`src/mmp_pkg.sv`:
```
// Shared constants for the Michaelis-Menten propensity pipeline.
package mmp_pkg;

    localparam int COUNT_BITS_DEF = 20;
    localparam int FRAC_BITS_DEF  = 12;

    localparam int KM_W    = 32;
    localparam int KCAT_W  = 32;
    localparam int PROP_W  = 52;
    localparam int FREE_W  = 32;
    localparam int CFG_IDX_W = 2;
    localparam int CFG_W   = 32;

    localparam logic [CFG_IDX_W-1:0] CFG_KM   = 2'd0;
    localparam logic [CFG_IDX_W-1:0] CFG_KCAT = 2'd1;

endpackage

```
`src/mmp_sqrt.sv`:
```
// Pipelined integer square root, one result bit per stage.
module mmp_sqrt import mmp_pkg::*; #(
    parameter int RADW = 68,
    parameter int SBW  = 8
) (
    input  logic                i_clk,
    input  logic                i_rst_n,
    input  logic                i_en,
    input  logic                i_vld,
    input  logic [RADW-1:0]     i_rad,
    input  logic [SBW-1:0]      i_sb,
    output logic                o_vld,
    output logic [RADW/2-1:0]   o_root,
    output logic [SBW-1:0]      o_sb
);
    localparam int N   = RADW / 2;
    localparam int RMW = N + 3;

    logic [RADW-1:0] r_x   [0:N-1];
    logic [RMW-1:0]  r_rem [0:N];
    logic [N-1:0]    r_rt  [0:N];
    logic            r_v   [0:N];
    logic [SBW-1:0]  r_sb  [0:N];

    assign r_x[0]   = i_rad;
    assign r_rem[0] = '0;
    assign r_rt[0]  = '0;
    assign r_v[0]   = i_vld;
    assign r_sb[0]  = i_sb;

    for (genvar k = 0; k < N; k++) begin : g_stage
        logic [RMW-1:0] n_rem;
        logic [RMW-1:0] trial;
        always_comb begin
            n_rem = {r_rem[k][RMW-3:0], r_x[k][RADW-1:RADW-2]};
            trial = {1'b0, r_rt[k], 2'b01};
        end

        always_ff @(posedge i_clk) begin
            if (!i_rst_n) begin
                r_v[k+1] <= 1'b0;
            end else if (i_en) begin
                r_v[k+1] <= r_v[k];
            end
        end

        always_ff @(posedge i_clk) begin
            if (i_en) begin
                r_sb[k+1] <= r_sb[k];
                if (n_rem >= trial) begin
                    r_rem[k+1] <= n_rem - trial;
                    r_rt[k+1]  <= {r_rt[k][N-2:0], 1'b1};
                end else begin
                    r_rem[k+1] <= n_rem;
                    r_rt[k+1]  <= {r_rt[k][N-2:0], 1'b0};
                end
            end
        end

        if (k < N - 1) begin : g_shift
            always_ff @(posedge i_clk) begin
                if (i_en) begin
                    r_x[k+1] <= r_x[k] << 2;
                end
            end
        end
    end

    assign o_vld  = r_v[N];
    assign o_root = r_rt[N];
    assign o_sb   = r_sb[N];

endmodule

```
`config.mk`:
```
export PLATFORM = sky130hd
export DESIGN_NAME = mmp_sqrt
export DESIGN_NICKNAME = d
export VERILOG_FILES = /design/src/mmp_pkg.sv /design/src/mmp_sqrt.sv
export SDC_FILE = /design/constraint.sdc
export NUM_CORES = 2
export LEC_CHECK = 0
export BUFFER_PORTS_ARGS = -buffer_cell sky130_fd_sc_hd__buf_2
export CORE_MARGIN = 3
export CORE_UTILIZATION = 30
export DETAILED_ROUTE_END_ITERATION = 7
export GPL_TIMING_DRIVEN = 0
export HOLD_SLACK_MARGIN = 0.12
export MAX_ROUTING_LAYER = met4
export PLACE_DENSITY = 0.47
export SYNTH_ARGS = -nofsm -noshare
export SYNTH_HDL_FRONTEND = slang
export SYNTH_SLANG_ARGS = --single-unit
```
`constraint.sdc`:
```
create_clock -name i_clk -period 3.5 [get_ports i_clk]
set_input_delay 1.05 -clock i_clk [delete_from_list [all_inputs] [get_ports i_clk]]
set_output_delay 1.05 -clock i_clk [all_outputs]
set_load 0.005 [all_outputs]
```
==> impl_metrics.tcl <==
set metrics [dict create \
    regArea_um2 93500 \
    cts-root-buf "clkbuf_16" \
    setup_slack_ns -0.154 \
    num_rows 251 \
    synth_top_area_frac 0.656 \
    drt_pass1_iterations 6 \
    die_w_um 693 \
    synthTopCellsByArea "edfxtp_1 (66%), ha_1 (5.6%), xor2_1 (3.0%)" \
    gr-max-usage-layer "met2" \
    grtUsageTotal 0.138 \
    worstSetupStartpointType "flop" \
    yosysTopAreaCell "edfxtp_1" \
    cp_data_arrival_time_ns 4.37 \
    coreArea_um2 469000 \
    hold_slack_ns 0.255 \
    worst_pin_slew_ns 1.06 \
    final.period_utilization 1.04 \
    layout_commonest_cell "edfxtp_1" \
    synth-xor-area-share 0.0569 \
    min_period_ns 3.65 \
    layoutNonFillerInstCount 17862 \
    ys_ff_latch 3125 \
    num-nets-final 12067 \
    use_met3 0.0185 \
    synthesis.nets 11387 \
    powerDensity_nw_per_um2 668 \
    die_h_um 693 \
    synth_area_um2 141000 \
    dp.final_hpwl_mm 233 \
    max_cap_viol_count 0 \
    worst_path_most_repeated_cell "or4_4" \
    required_ns 4.22 \
    vias 84876 \
    max_freq_mhz 274 \
    global_route.usage.met1 0.179 \
    async_reset_ff_frac 0 \
    power_mw 112 \
    start_util 0.302 \
    worst_slew_margin_rel 0.291 \
    multi_input_area_um2 46600 \
    status "finished with violations" \
    drtAntennaViolNets 0 \
    critPathTopFamily "simple AND/OR/NAND/NOR gates" \
    die_area_um2 480000 \
    ctsHtreeMaxLevel 5 \
    violations "setup timing" \
    postSynthAreaPerCell_um2 13.2 \
    numCtsBuffers 368 \
    place_congestion 0.936 \
    final_cell_mix "edfxtp_1 (3091), inv_1 (807), nand2_1 (719)" \
    syn_to_final_growth_pct 18.5 \
    antenna_found_initial 6 \
    ys_seq_area_frac 0.661 \
    max_stage_delay_ns 0.58 \
    fin_tns_setup_ns -2.13 \
    p_leak_nw 62.3 \
    post-route-drc-count 0 \
    netlist_instances 10676 \
    cts.sinks 3125 \
    cts_tree "built" \
    cts_buffer_depth 4 \
    grt_setup_unrepaired "yes" \
    hp-class "in -> reg" \
    ioPinCount 123 \
    synthAdderAreaFrac 0.0558 \
    synth-edff-count 3091 \
    insertion_delay_ns 0.97 \
    clk_pin_slew_worst_paths_ns 0.06 \
    crit_type "reg -> reg" \
    setup_violations 27 \
    drv_slew 0 \
    grt_pass1_vias 85463 \
    vias_per_cell 4.75 \
    dp_cells 17018 \
    synth_compound_area_frac 0.0930 \
    layout-drive-gt1-share 0.126 \
    crit_fanout 6 \
    fillerInstances 45041 \
    finalHoldViolCount 0 \
    worst_path_max_delay_cell "or4_4" \
    ir_drop_mv 0.388 \
    drt-initial-drc-count 5911 \
    synth_cell_types 96 \
    synth_flop_cell "edfxtp_1" \
    synthMuxAreaShare 0.00835 \
    wl_per_cell_um 18.7 \
    wirelength_mm 333 \
    synthSimpleGateAreaFrac 0.0965 \
    overflow 0 \
    crit_buf_inv 1 \
    finClkSkew_ns 0.0860 \
    grt_pass1_wl_mm 508 \
    grt_use_met2 0.221 \
    grt_max_degree 180 \
    worst_setup_path_end_kind "flop" \
    yosysWarnings 0 \
    fin_util 0.358 \
    port_buffers 122 \
    worstPathCellList "or3_4 -> or4_4 -> or4_4 -> or4_4 -> o211ai_2 -> or4_4 -> buf_6 -> nand3_4 -> or4_4 -> xnor2_2" \
    synth_top_family_by_area "simple AND/OR/NAND/NOR gates" \
]
==> final timing paths <==
| check | from | endpoint | slack, ns | cells past startpoint |
|---|---|---|---|---|
| worst max-delay path | g_stage[5].n_rem[12] | g_stage[6].n_rem[33] | -0.15 | 10 |
| worst min-delay path | i_rad[45] | r_x[2223] | 0.25 | 1 |
| worst max register to register | g_stage[5].n_rem[12] | g_stage[6].n_rem[33] | -0.15 | 10 |
| worst min register to register | r_x[1152] | g_stage[18].n_rem[0] | 0.38 | 0 |
==> per-layer routing <==
metal,vias up,wire length (um),share of wire
li1,41127,-,-
met3,659,13100,0.039
met4,0,12300,0.037
met5,-,0,0
met2,1623,156000,0.47
met1,41467,152000,0.46
==> metrics by stage <==
stage,area [um2],worst slack [ns]
floorplan,141000,0.00550
global placement,150000,-49.90
detailed placement,150000,-2.98
CTS,165000,-0.217
global route,168000,-0.268
finish,168000,-0.154
==> worst register-to-register path, stage by stage, from the launching register on <==
cell and delay, ns:
edfxtp_1 0.38, or3_4 0.40, or4_4 0.44, or4_4 0.47, or4_4 0.45, o211ai_2 0.17, or4_4 0.14, buf_6 0.11
nand3_4 0.12, or4_4 0.58, xnor2_2 0.14
==> flip-flops by register name (all words and copies together) (netlist names) <==
| signal | count |
|---|---|
| r_x | 1056 |
| r_v | 33 |
| o_vld | 1 |
| g_stage.trial | 561 |
| g_stage.n_rem | 1168 |
| r_sb | 264 |
| o_root | 34 |
| o_sb | 8 |
==> kinds of logic after synthesis <==
| logic type | Yosys count |
|---|---|
| AOI/OAI and AO/OA | 2116 |
| xor gates and xnor gates | 917 |
| adders and majority gates | 631 |
| buffers and inverters | 1049 |
| DFF | 3125 |
| muxes | 111 |
| other | 1 |
| and+or+nand+nor | 2726 |
==> synthesized netlist by cell type (74+ instances only) <==
| cell type | count |
|---|---|
| edfxtp_1 | 3091 |
| inv_1 | 814 |
| nand2_1 | 728 |
| ha_1 | 631 |
| o21ai_0 | 608 |
| a21oi_1 | 588 |
| nor2_1 | 587 |
| xor2_1 | 481 |
| xnor2_1 | 434 |
| nor3_1 | 286 |
| a21o_1 | 256 |
| clkbuf_1 | 206 |
| nand3_1 | 160 |
| nor4_1 | 135 |
| nor2b_1 | 124 |
| nand2b_1 | 119 |
| or3_1 | 110 |
| nand4_1 | 104 |
| o21a_1 | 99 |
| and3_1 | 74 |
| o31ai_1 | 74 |
==> power breakdown <==
part           total [mW]  switching (mW)  internal [mW]
clock                38.5            15.8           22.7
sequential           50.1            3.01           47.1
combinational        23.4            13.8           9.63
==> layout make-up <==
type                    count  area share
flip-flops and latches   3125       0.558
clock inverters           239      0.0155
repair buffers            346      0.0200
well taps                6198      0.0463
clock buffers             437      0.0572
multi-input cells        6503       0.278
diodes                      2   0.0000299
inverters                 819      0.0185
plain buffers             193     0.00664
==> what timing repair did <==
item	in CTS	in global routing
setup endpoints to repair	2395	1202
resized for setup	373	395
hold endpoints to repair	25	0
buffers inserted	70	90
gates cloned	13	7
pin swaps	54	82
hold buffers	25	0
Note: power is estimated with default switching activity, not from simulation.
